<file path="src/rect_circle_fill_rasterizer_unit_defines.svh">
// Assertion macros shared by the fill rasterizer RTL.
`ifndef RECT_CIRCLE_FILL_RASTERIZER_UNIT_DEFINES_SVH
`define RECT_CIRCLE_FILL_RASTERIZER_UNIT_DEFINES_SVH

// A condition that must hold at every clock edge out of reset.
`define RCFR_ASSERT_ALWAYS(label, cond, msg) \
  label: assert property (@(posedge clk) disable iff (!rst_n) (cond)) \
    else $error(msg);

// A consequence that must hold in the same cycle as its antecedent.
`define RCFR_ASSERT_IMPLIES(label, ante, cons, msg) \
  label: assert property (@(posedge clk) disable iff (!rst_n) (ante) |-> (cons)) \
    else $error(msg);

`endif

</file>
<file path="src/rcfr_pkg.sv">
// Types, constants and codes shared by the fill rasterizer modules.
`timescale 1ns / 1ps

package rcfr_pkg;

  localparam int COORD_BITS = 16;
  localparam int CFG_W      = 16;
  localparam int OUT_CW     = 16;
  localparam int PIX_W      = 32;
  localparam int CHAN_W     = 8;
  localparam int LIM_W      = ((COORD_BITS > CFG_W) ? COORD_BITS : CFG_W) + 1;
  localparam int RSQ_W      = 2 * COORD_BITS;
  localparam int SQ_W       = 2 * LIM_W;
  localparam int CMD_W      = 2;

  localparam int IN_TDATA_W  = ((5 * COORD_BITS + 4 * CHAN_W + 7) / 8) * 8;
  localparam int OUT_TDATA_W = 2 * OUT_CW + PIX_W;

  localparam int Q_DEPTH = 4;
  localparam int Q_PTR_W = $clog2(Q_DEPTH);
  localparam int Q_CNT_W = $clog2(Q_DEPTH + 1);

  localparam logic [CMD_W-1:0] CMD_RECT   = 2'd0;
  localparam logic [CMD_W-1:0] CMD_CIRCLE = 2'd1;
  localparam logic [CMD_W-1:0] CMD_STEP   = 2'd2;
  localparam logic [CMD_W-1:0] CMD_NONE   = 2'd3;

  localparam logic REG_BITMAP_WIDTH  = 1'b0;
  localparam logic REG_BITMAP_HEIGHT = 1'b1;

  localparam logic [CFG_W-1:0] BITMAP_WIDTH_RST  = 16'd640;
  localparam logic [CFG_W-1:0] BITMAP_HEIGHT_RST = 16'd480;

  // One decoded input item.
  typedef struct packed {
    logic [CMD_W-1:0]      cmd;
    logic [COORD_BITS-1:0] x_pos;
    logic [COORD_BITS-1:0] y_pos;
    logic [COORD_BITS-1:0] rect_width;
    logic [COORD_BITS-1:0] rect_height;
    logic [COORD_BITS-1:0] radius;
    logic [CHAN_W-1:0]     red;
    logic [CHAN_W-1:0]     green;
    logic [CHAN_W-1:0]     blue;
    logic [CHAN_W-1:0]     alpha;
  } rcfr_cmd_t;

  // One scan position handed from the sequencer to the coverage pipeline.
  typedef struct packed {
    logic                  idle;
    logic                  circle;
    logic                  last;
    logic [LIM_W-1:0]      row;
    logic [LIM_W-1:0]      col;
    logic [COORD_BITS-1:0] center_col;
    logic [COORD_BITS-1:0] center_row;
    logic [RSQ_W-1:0]      rsq;
    logic [PIX_W-1:0]      pixel;
  } rcfr_step_t;

  // Queue status seen by the two sides.
  typedef struct packed {
    logic full;
    logic valid;
  } rcfr_q_stat_t;

endpackage

</file>
<file path="src/rcfr_queue.sv">
// Short FIFO of scan positions between the sequencer and the coverage pipeline.
`timescale 1ns / 1ps

module rcfr_queue (
  input  logic                clk,
  input  logic                rst_n,
  input  logic                push,
  input  rcfr_pkg::rcfr_step_t push_data,
  input  logic                pop,
  output rcfr_pkg::rcfr_step_t head,
  output rcfr_pkg::rcfr_q_stat_t stat
);
  import rcfr_pkg::*;

  rcfr_step_t         mem [Q_DEPTH];
  logic [Q_PTR_W-1:0] wr_ptr_r, wr_ptr_nxt;
  logic [Q_PTR_W-1:0] rd_ptr_r, rd_ptr_nxt;
  logic [Q_CNT_W-1:0] count_r, count_nxt;
  logic               do_push, do_pop;

  assign stat.full  = (count_r == Q_CNT_W'(Q_DEPTH));
  assign stat.valid = (count_r != '0);
  assign do_push    = push && !stat.full;
  assign do_pop     = pop && stat.valid;
  assign head       = mem[rd_ptr_r];

  always_comb begin
    wr_ptr_nxt = do_push ? wr_ptr_r + Q_PTR_W'(1) : wr_ptr_r;
    rd_ptr_nxt = do_pop ? rd_ptr_r + Q_PTR_W'(1) : rd_ptr_r;
    count_nxt  = count_r;
    if (do_push && !do_pop) begin
      count_nxt = count_r + Q_CNT_W'(1);
    end else if (!do_push && do_pop) begin
      count_nxt = count_r - Q_CNT_W'(1);
    end
  end

  always_ff @(posedge clk) begin
    if (!rst_n) begin
      wr_ptr_r <= '0;
      rd_ptr_r <= '0;
      count_r  <= '0;
    end else begin
      wr_ptr_r <= wr_ptr_nxt;
      rd_ptr_r <= rd_ptr_nxt;
      count_r  <= count_nxt;
    end
  end

  always_ff @(posedge clk) begin
    if (do_push) begin
      mem[wr_ptr_r] <= push_data;
    end
  end

endmodule

</file>
<file path="src/rcfr_front.sv">
// Command decoder and raster scan sequencer with the bitmap size registers.
`timescale 1ns / 1ps

module rcfr_front (
  input  logic                 clk,
  input  logic                 rst_n,
  input  logic                 cfg_we,
  input  logic                 cfg_addr,
  input  logic [rcfr_pkg::CFG_W-1:0] cfg_wdata,
  input  logic                 accept,
  input  rcfr_pkg::rcfr_cmd_t  cmd_in,
  output logic                 push,
  output rcfr_pkg::rcfr_step_t push_data
);
  import rcfr_pkg::*;

  logic [CFG_W-1:0]      bitmap_width_r, bitmap_height_r;
  logic                  busy_r, busy_nxt;
  logic                  circle_r, circle_nxt;
  logic [LIM_W-1:0]      scan_col_r, scan_col_nxt;
  logic [LIM_W-1:0]      scan_row_r, scan_row_nxt;
  logic [LIM_W-1:0]      row_start_r, row_start_nxt;
  logic [LIM_W-1:0]      col_limit_r, col_limit_nxt;
  logic [LIM_W-1:0]      row_limit_r, row_limit_nxt;
  logic [COORD_BITS-1:0] center_col_r, center_col_nxt;
  logic [COORD_BITS-1:0] center_row_r, center_row_nxt;
  logic [RSQ_W-1:0]      rsq_r, rsq_nxt;
  logic [PIX_W-1:0]      pixel_r, pixel_nxt;

  logic [LIM_W-1:0] x_l, y_l, w_l, h_l, r_l, bw_l, bh_l;
  logic [LIM_W-1:0] c0, c_end, r0, r_end, c_lim, r_lim;
  logic [LIM_W-1:0] col_inc, row_inc;
  logic             col_wrap, row_wrap;

  assign x_l  = LIM_W'(cmd_in.x_pos);
  assign y_l  = LIM_W'(cmd_in.y_pos);
  assign w_l  = LIM_W'(cmd_in.rect_width);
  assign h_l  = LIM_W'(cmd_in.rect_height);
  assign r_l  = LIM_W'(cmd_in.radius);
  assign bw_l = LIM_W'(bitmap_width_r);
  assign bh_l = LIM_W'(bitmap_height_r);

  // Scan box of the shape being loaded, then clipped to the bitmap.
  always_comb begin
    if (cmd_in.cmd == CMD_CIRCLE) begin
      c0    = (r_l > x_l) ? '0 : x_l - r_l;
      r0    = (r_l > y_l) ? '0 : y_l - r_l;
      c_end = x_l + r_l + LIM_W'(1);
      r_end = y_l + r_l + LIM_W'(1);
    end else begin
      c0    = x_l;
      r0    = y_l;
      c_end = x_l + w_l;
      r_end = y_l + h_l;
    end
    c_lim = (c_end < bw_l) ? c_end : bw_l;
    r_lim = (r_end < bh_l) ? r_end : bh_l;
  end

  assign col_inc  = scan_col_r + LIM_W'(1);
  assign row_inc  = scan_row_r + LIM_W'(1);
  assign col_wrap = (col_inc >= col_limit_r);
  assign row_wrap = (row_inc >= row_limit_r);

  always_comb begin
    busy_nxt       = busy_r;
    circle_nxt     = circle_r;
    scan_col_nxt   = scan_col_r;
    scan_row_nxt   = scan_row_r;
    row_start_nxt  = row_start_r;
    col_limit_nxt  = col_limit_r;
    row_limit_nxt  = row_limit_r;
    center_col_nxt = center_col_r;
    center_row_nxt = center_row_r;
    rsq_nxt        = rsq_r;
    pixel_nxt      = pixel_r;
    push           = 1'b0;

    push_data.idle       = !busy_r;
    push_data.circle     = circle_r;
    push_data.last       = !busy_r || (col_wrap && row_wrap);
    push_data.row        = scan_row_r;
    push_data.col        = scan_col_r;
    push_data.center_col = center_col_r;
    push_data.center_row = center_row_r;
    push_data.rsq        = rsq_r;
    push_data.pixel      = pixel_r;

    if (accept) begin
      unique case (cmd_in.cmd)
        CMD_RECT, CMD_CIRCLE: begin
          circle_nxt    = (cmd_in.cmd == CMD_CIRCLE);
          pixel_nxt     = {cmd_in.alpha, cmd_in.red, cmd_in.green, cmd_in.blue};
          col_limit_nxt = c_lim;
          row_limit_nxt = r_lim;
          row_start_nxt = c0;
          scan_col_nxt  = c0;
          scan_row_nxt  = r0;
          busy_nxt      = (c0 < c_lim) && (r0 < r_lim);
          if (cmd_in.cmd == CMD_CIRCLE) begin
            center_col_nxt = cmd_in.x_pos;
            center_row_nxt = cmd_in.y_pos;
            rsq_nxt        = RSQ_W'(cmd_in.radius) * RSQ_W'(cmd_in.radius);
          end
        end
        CMD_STEP: begin
          push = 1'b1;
          if (busy_r) begin
            if (col_wrap) begin
              scan_col_nxt = row_start_r;
              if (row_wrap) begin
                busy_nxt = 1'b0;
              end else begin
                scan_row_nxt = row_inc;
              end
            end else begin
              scan_col_nxt = col_inc;
            end
          end
        end
        CMD_NONE: begin
        end
        default: begin
        end
      endcase
    end
  end

  always_ff @(posedge clk) begin
    if (!rst_n) begin
      bitmap_width_r  <= BITMAP_WIDTH_RST;
      bitmap_height_r <= BITMAP_HEIGHT_RST;
    end else if (cfg_we) begin
      if (cfg_addr == REG_BITMAP_WIDTH) begin
        bitmap_width_r <= cfg_wdata;
      end else begin
        bitmap_height_r <= cfg_wdata;
      end
    end
  end

  always_ff @(posedge clk) begin
    if (!rst_n) begin
      busy_r       <= 1'b0;
      circle_r     <= 1'b0;
      scan_col_r   <= '0;
      scan_row_r   <= '0;
      row_start_r  <= '0;
      col_limit_r  <= '0;
      row_limit_r  <= '0;
      center_col_r <= '0;
      center_row_r <= '0;
      rsq_r        <= '0;
      pixel_r      <= '0;
    end else begin
      busy_r       <= busy_nxt;
      circle_r     <= circle_nxt;
      scan_col_r   <= scan_col_nxt;
      scan_row_r   <= scan_row_nxt;
      row_start_r  <= row_start_nxt;
      col_limit_r  <= col_limit_nxt;
      row_limit_r  <= row_limit_nxt;
      center_col_r <= center_col_nxt;
      center_row_r <= center_row_nxt;
      rsq_r        <= rsq_nxt;
      pixel_r      <= pixel_nxt;
    end
  end

endmodule

</file>
<file path="src/rcfr_back.sv">
// Coverage pipeline: squared distances, compare, and the output register.
`timescale 1ns / 1ps

module rcfr_back (
  input  logic                 clk,
  input  logic                 rst_n,
  input  rcfr_pkg::rcfr_step_t head,
  input  logic                 head_valid,
  output logic                 pop,
  output logic                 out_valid,
  input  logic                 out_ready,
  output logic                 out_we,
  output logic [rcfr_pkg::OUT_CW-1:0] out_row,
  output logic [rcfr_pkg::OUT_CW-1:0] out_col,
  output logic [rcfr_pkg::PIX_W-1:0]  out_pixel,
  output logic                 out_last
);
  import rcfr_pkg::*;

  logic                  adv;
  logic [LIM_W-1:0]      ccol_l, crow_l, dx, dy;

  // Square stage.
  logic                  s1_valid_r;
  logic                  s1_idle_r, s1_circle_r, s1_last_r;
  logic [LIM_W-1:0]      s1_row_r, s1_col_r;
  logic [RSQ_W-1:0]      s1_rsq_r;
  logic [PIX_W-1:0]      s1_pixel_r;
  logic [SQ_W-1:0]       s1_dx2_r, s1_dy2_r;

  // Compare stage feeding the output register.
  logic [SQ_W:0]         dist2;
  logic                  covered;

  logic                  out_valid_r;
  logic                  out_we_r, out_last_r;
  logic [OUT_CW-1:0]     out_row_r, out_col_r;
  logic [PIX_W-1:0]      out_pixel_r;

  assign adv = !out_valid_r || out_ready;
  assign pop = adv && head_valid;

  assign ccol_l = LIM_W'(head.center_col);
  assign crow_l = LIM_W'(head.center_row);
  assign dx     = (head.col >= ccol_l) ? head.col - ccol_l : ccol_l - head.col;
  assign dy     = (head.row >= crow_l) ? head.row - crow_l : crow_l - head.row;

  assign dist2   = (SQ_W + 1)'(s1_dx2_r) + (SQ_W + 1)'(s1_dy2_r);
  assign covered = !s1_idle_r && (!s1_circle_r || (dist2 < (SQ_W + 1)'(s1_rsq_r)));

  always_ff @(posedge clk) begin
    if (!rst_n) begin
      s1_valid_r  <= 1'b0;
      out_valid_r <= 1'b0;
    end else if (adv) begin
      s1_valid_r  <= head_valid;
      out_valid_r <= s1_valid_r;
    end
  end

  always_ff @(posedge clk) begin
    if (adv) begin
      s1_idle_r   <= head.idle;
      s1_circle_r <= head.circle;
      s1_last_r   <= head.last;
      s1_row_r    <= head.row;
      s1_col_r    <= head.col;
      s1_rsq_r    <= head.rsq;
      s1_pixel_r  <= head.pixel;
      s1_dx2_r    <= SQ_W'(dx) * SQ_W'(dx);
      s1_dy2_r    <= SQ_W'(dy) * SQ_W'(dy);

      out_we_r    <= covered;
      out_last_r  <= s1_last_r;
      out_row_r   <= s1_idle_r ? '0 : s1_row_r[OUT_CW-1:0];
      out_col_r   <= s1_idle_r ? '0 : s1_col_r[OUT_CW-1:0];
      out_pixel_r <= covered ? s1_pixel_r : '0;
    end
  end

  assign out_valid = out_valid_r;
  assign out_we    = out_we_r;
  assign out_row   = out_row_r;
  assign out_col   = out_col_r;
  assign out_pixel = out_pixel_r;
  assign out_last  = out_last_r;

endmodule

</file>
<file path="src/rect_circle_fill_rasterizer_unit.sv">
// Top level of the rectangle and circle fill rasterizer.
`timescale 1ns / 1ps
`include "rect_circle_fill_rasterizer_unit_defines.svh"

// Rectangle and circle fill rasterizer. A rectangle or circle draw item loads
// a shape and its fill color and returns nothing; every later step item walks
// the shape's scan box (clipped to the bitmap size set through the cfg port)
// one position in raster order and returns one item that gives the position,
// whether it is covered (out_tuser), the pixel to write when it is, and
// out_tlast on the last position of the box or when no scan is active. The
// block takes one input item per clock cycle while the position queue has
// room. A step result passes through the four-entry position queue, the
// squaring stage and the compare stage that loads the output register. The
// queue lets the input keep flowing while the output is stalled, until it
// fills. Bitmap size writes must be made only while no step result is still
// pending.
module rect_circle_fill_rasterizer_unit (
  input  logic clk,
  input  logic rst_n,
  // Configuration write port: index 0 bitmap width, index 1 bitmap height.
  input  logic                        cfg_we,
  input  logic                        cfg_addr,
  input  logic [rcfr_pkg::CFG_W-1:0]  cfg_wdata,
  // Input items.
  input  logic                        in_tvalid,
  output logic                        in_tready,
  // From bit 0 up: x_pos, y_pos, rect_width, rect_height, radius,
  // red, green, blue, alpha.
  input  logic [rcfr_pkg::IN_TDATA_W-1:0] in_tdata,
  // cmd.
  input  logic [rcfr_pkg::CMD_W-1:0]  in_tuser,
  // Result items.
  output logic                        out_tvalid,
  input  logic                        out_tready,
  // From bit 0 up: pixel_row, pixel_col, pixel_word.
  output logic [rcfr_pkg::OUT_TDATA_W-1:0] out_tdata,
  // write_enable.
  output logic                        out_tuser,
  // scan_done.
  output logic                        out_tlast
);
  import rcfr_pkg::*;

  localparam int ColorBase = 5 * COORD_BITS;

  rcfr_cmd_t    cmd_in;
  rcfr_step_t   push_data, head;
  rcfr_q_stat_t q_stat;
  logic         accept, q_push, q_pop;
  logic [OUT_CW-1:0] out_row, out_col;
  logic [PIX_W-1:0]  out_pixel;

  assign cmd_in.cmd         = in_tuser;
  assign cmd_in.x_pos       = in_tdata[0*COORD_BITS +: COORD_BITS];
  assign cmd_in.y_pos       = in_tdata[1*COORD_BITS +: COORD_BITS];
  assign cmd_in.rect_width  = in_tdata[2*COORD_BITS +: COORD_BITS];
  assign cmd_in.rect_height = in_tdata[3*COORD_BITS +: COORD_BITS];
  assign cmd_in.radius      = in_tdata[4*COORD_BITS +: COORD_BITS];
  assign cmd_in.red         = in_tdata[ColorBase + 0*CHAN_W +: CHAN_W];
  assign cmd_in.green       = in_tdata[ColorBase + 1*CHAN_W +: CHAN_W];
  assign cmd_in.blue        = in_tdata[ColorBase + 2*CHAN_W +: CHAN_W];
  assign cmd_in.alpha       = in_tdata[ColorBase + 3*CHAN_W +: CHAN_W];

  // Every item waits for queue room, so a step is never dropped.
  assign in_tready = !q_stat.full;
  assign accept    = in_tvalid && in_tready;

  rcfr_front u_front (
    .clk       (clk),
    .rst_n     (rst_n),
    .cfg_we    (cfg_we),
    .cfg_addr  (cfg_addr),
    .cfg_wdata (cfg_wdata),
    .accept    (accept),
    .cmd_in    (cmd_in),
    .push      (q_push),
    .push_data (push_data)
  );

  rcfr_queue u_queue (
    .clk       (clk),
    .rst_n     (rst_n),
    .push      (q_push),
    .push_data (push_data),
    .pop       (q_pop),
    .head      (head),
    .stat      (q_stat)
  );

  rcfr_back u_back (
    .clk        (clk),
    .rst_n      (rst_n),
    .head       (head),
    .head_valid (q_stat.valid),
    .pop        (q_pop),
    .out_valid  (out_tvalid),
    .out_ready  (out_tready),
    .out_we     (out_tuser),
    .out_row    (out_row),
    .out_col    (out_col),
    .out_pixel  (out_pixel),
    .out_last   (out_tlast)
  );

  assign out_tdata = {out_pixel, out_col, out_row};

  `RCFR_ASSERT_ALWAYS(a_queue_state, !(q_stat.full && !q_stat.valid), "queue full and empty at once")
  `RCFR_ASSERT_IMPLIES(a_push_room, q_push, !q_stat.full, "step pushed into a full queue")
  `RCFR_ASSERT_IMPLIES(a_blank_pixel, out_tvalid && !out_tuser, out_pixel == '0, "uncovered position carries a pixel value")

endmodule
</file>
<file path="config.mk">
export PLATFORM = sky130hd
export DESIGN_NAME = rect_circle_fill_rasterizer_unit
export DESIGN_NICKNAME = d
export VERILOG_FILES = /design/src/rcfr_pkg.sv /design/src/rcfr_queue.sv /design/src/rcfr_front.sv /design/src/rcfr_back.sv /design/src/rect_circle_fill_rasterizer_unit.sv
export VERILOG_INCLUDE_DIRS = /design/src /design/src/src
export SDC_FILE = /design/constraint.sdc
export NUM_CORES = 2
export LEC_CHECK = 0
export ABC_AREA = 1
export BUFFER_PORTS_ARGS = -buffer_cell sky130_fd_sc_hd__buf_2
export CORE_MARGIN = 4
export CORE_UTILIZATION = 28
export DETAILED_ROUTE_END_ITERATION = 10
export SLEW_MARGIN = 25
export SYNTH_ARGS = -nofsm -noshare
export SYNTH_HDL_FRONTEND = slang
export SYNTH_SLANG_ARGS = --single-unit
</file>
<file path="constraint.sdc">
create_clock -name clk -period 12.55 [get_ports clk]
set_clock_uncertainty 0.05 [all_clocks]
set_input_delay 3.1375 -clock clk [delete_from_list [all_inputs] [get_ports clk]]
set_output_delay 3.1375 -clock clk [all_outputs]
set_load 0.02 [all_outputs]
</file>
==> reports/qor.log <==
INFO  worst_hold_path hold_path.startpoint=u_back.s1_last_r$_DFFE_PN_
INFO  sta            timing.final.hold_violations=0
INFO  clock_tree     cts_num_sinks=983
INFO  global_route   first_global_vias=55000
INFO  setup_path     worstRegToRegCells=33
INFO  clock_tree     cts-buffers-inserted=104
INFO  cells_and_area layout-drive-gt1-share=6.02%
INFO  setup_path     worst-r2r-setup-slack=2.21ns
INFO  synth          yosys.cell_types.count=68
INFO  global_route   globalRoute.totalOverflow=0
INFO  placement      port-buffer-count=203
INFO  setup_path     crit_family=adder cells
INFO  setup_path     worstSetupEndpointType=flop
INFO  clock_tree     cts.path.max_buffers=3
INFO  detailed_routing met2_length=93.9mm
INFO  synth          synth.yosys.seq_area_share=36.7%
INFO  sta            tightest_slew=1.07ns
INFO  synth          synth.ff_latch_count=983
INFO  sta            post-route-min-period=10.34ns
INFO  clock_tree     root_buffer_cell=clkbuf_16
INFO  floorplanning  floorplan.core_area=263000µm²
INFO  setup_path     worst_path_largest_cell_delay=0.79ns
INFO  run_status     status=complete, no violations
INFO  global_route   grt_max_degree=177
INFO  setup_path     critical_path.startpoint_type=flop
INFO  detailed_routing wl_met3=11.1mm
INFO  setup_path     worstPathRequired=12.97ns
INFO  detailed_routing vias=55400
INFO  clock_tree     cts_tree=built
INFO  sta            report.final.setup_viol=0
INFO  global_route   grt_util_all_layers=14.5%
INFO  clock_tree     insertion_delay=0.75ns
INFO  synth          synth_enable_flop_cells=758
INFO  global_route   antenna_found_initial=14
INFO  detailed_routing viasPerCell=4.62
INFO  clock_tree     ctsHoldBuffers=0
INFO  setup_path     ws_path_type=reg -> reg
INFO  floorplanning  initial_utilization=28.2%
INFO  synth          mappedNetlistArea=74200µm²
INFO  sta            maxSlewViolCount=0
INFO  synth          yosys_warnings=0
INFO  placement      detailed_place_hpwl=152mm
INFO  job            timing.max_cap.violations=0
INFO  sta            final.period_utilization=82.4%
INFO  detailed_routing detailedRoute.firstPassIterationCount=6
INFO  setup_path     critical_path_buf_inv_count=8
INFO  floorplanning  boundaryPins=204
INFO  worst_hold_path type_of_the_most_critical_hold_path=reg -> reg
INFO  detailed_routing 1st_iter_drt_viols=3917
INFO  worst_hold_path hold-path-cell-count=0
INFO  floorplanning  rows=188
INFO  clock_tree     postCtsResizedCells=0
INFO  sta            relSlewSlack=28.4%
INFO  cells_and_area nets=9718
INFO  detailed_routing uppermost_routed_layer=met5
INFO  global_route   grt_pass1_wl=314mm
INFO  sta            fin_tns_setup=0ns
INFO  sta            rsz0062_at_grt=no
INFO  detailed_routing drtAntennaViolNets=0
INFO  worst_hold_path worstHoldEndpoint=u_back.out_last$_DFFE_PN_
INFO  synth          synth_top_flop_cell=edfxtp_1
INFO  detailed_routing totalWireLength=202mm
INFO  placement      gp_congestion=0.945
INFO  floorplanning  die_h=523µm
INFO  setup_path     worstPathMaxFanout=176
INFO  sta            max_freq=0.0967GHz
INFO  synth          synthesized_instance_count=8310
INFO  floorplanning  fp.dieArea=273000µm²
INFO  floorplanning  fp.dieW=523µm
INFO  synth          synthArstFlopShare=0%
INFO  setup_path     r2r-end=u_back.s1_dx2_r[31]$_DFFE_PN_
INFO  setup_path     worst-endpoint-arrival=10.76ns
INFO  clock_tree     cts.clk_slew.worst_paths=0.06ns
INFO  clock_tree     postCtsSetupRepairBufs=0
INFO  detailed_routing met1_length=91.4mm
INFO  detailed_routing drt_drc_violations_left=0
INFO  detailed_routing wl_per_cell=16.9µm
INFO  cells_and_area layout-area-overhead-vs-synth=11.1%
INFO  setup_path     worst_path_max_delay_cell=ha_1
INFO  clock_tree     cts-htree-levels=3
INFO  synth          synthesis.area_per_instance=8.93µm²
-- cell families after synthesis --
kind of cell    synth area share, %
compound gates                 11.1
xor+xnor                       2.67
fa+ha+maj                      25.8
buf+inv                        9.93
flops                          36.7
mux                          0.0404
other cells                 0.00505
simple gates                   13.8
-- metal layers --
layer  track usage, %  up-vias
met4             4.38        4
met1             19.9    26600
met5                0        -
met3             1.65      291
met2             24.1     1520
li1                 -    27000
-- cells in the mapped netlist, drive strengths merged (40+ instances only) --
cell type,count,share of area (%)
buf,67,0.51
edfxtp,758,31
nor3,65,0.46
nand2,1362,7.0
nand3,191,1.3
nand4,50,0.42
o21bai,49,0.50
a32oi,64,0.76
xnor2,61,0.72
fa,555,15
o211ai,55,0.56
dfxtp,225,6.1
a21o,40,0.40
o21ai,550,3.7
xor2,163,2.0
clkbuf,208,1.1
inv,1652,8.4
a21oi,491,3.3
nor2,827,4.3
o22ai,73,0.62
ha,641,11
-- flip-flops by register name (all words and copies together), names as in the netlist, 31 cells and up, named ones only --
register	count
u_back.out_pixel	32
u_back.s1_dx2_r	33
u_front.rsq_r	31
u_front.pixel_r	32
u_queue.mem	528
u_back.s1_pixel_r	32
u_back.s1_dy2_r	33
u_back.s1_rsq_r	31
-- worst max path at each step --
| stage | from | endpoint | slack, ns | cells past startpoint |
|---|---|---|---|---|
| 4_1_cts | flop | u_back.s1_dx2_r[31]$_DFFE_PN_ | 2.31 | 33 |
| 3_5_place_dp | flop | u_back.s1_dx2_r[31]$_DFFE_PN_ | 2.33 | 33 |
| 3_3_place_gp | flop | u_back.s1_dx2_r[31]$_DFFE_PN_ | 2.48 | 33 |
| 2_1_floorplan | in_tuser[1] | u_queue.mem[0][0]$_DFFE_PP_ | 2.46 | 7 |
| 6_report | flop | u_back.s1_dx2_r[31]$_DFFE_PN_ | 2.21 | 33 |
| 5_1_grt | flop | u_back.s1_dx2_r[31]$_DFFE_PN_ | 1.53 | 33 |
-- per-stage QoR --
| stage | cells | hold slack (ns) | setup slack (ns) | util (%) | cell area [µm²] |
|---|---|---|---|---|---|
| after detailed placement | 11800 | 0.359 | 2.33 | 30.0 | 78900 |
| after floorplan | 8311 | 0.350 | 2.46 | - | 74200 |
| after global placement | 11800 | 0.352 | 2.48 | 30.0 | 78900 |
| final | 12000 | 0.352 | 2.21 | 31.3 | 82500 |
| after global routing | 12000 | 0.378 | 1.53 | 31.3 | 82500 |
| after CTS | 12000 | 0.347 | 2.31 | 31.3 | 82500 |
-- cell usage in the layout (no fill, tap or decap), types with 22 or more instances in the layout --
master | synthesis | routed
o21bai_1 | 49 | 49
nand4_1 | 50 | 50
fa_1 | 555 | 555
xor2_1 | 160 | 160
a31oi_1 | 25 | 25
clkbuf_16 | 0 | 106
o21ai_1 | 30 | 30
nand2_1 | 1342 | 1341
edfxtp_1 | 758 | 758
a21o_1 | 40 | 40
a32oi_1 | 64 | 64
a21oi_1 | 489 | 488
clkbuf_1 | 206 | 22
nor3_1 | 62 | 62
xnor2_1 | 61 | 61
buf_2 | 45 | 202
o22ai_1 | 73 | 73
o21ai_0 | 516 | 516
inv_2 | 26 | 25
dfxtp_1 | 225 | 223
ha_1 | 641 | 641
nor2_1 | 812 | 805
buf_4 | 10 | 37
o211ai_1 | 55 | 55
nand3_1 | 191 | 191
inv_1 | 1625 | 1623
-- final cells by class --
class                   instances  area (µm²)
clock buffers                 138        2850
inverters                    1655        6230
well taps                    3515        4400
repair buffers                244        1380
diodes                          4        10.0
clock inverters                58         707
flip-flops and latches        983       27300
multi-input cells            5398       39700
fillers                     27600      181000
Power is left out: the tool's default activity adds up to more than one toggle a clock period on the data nets, which glitch-free logic cannot reach.
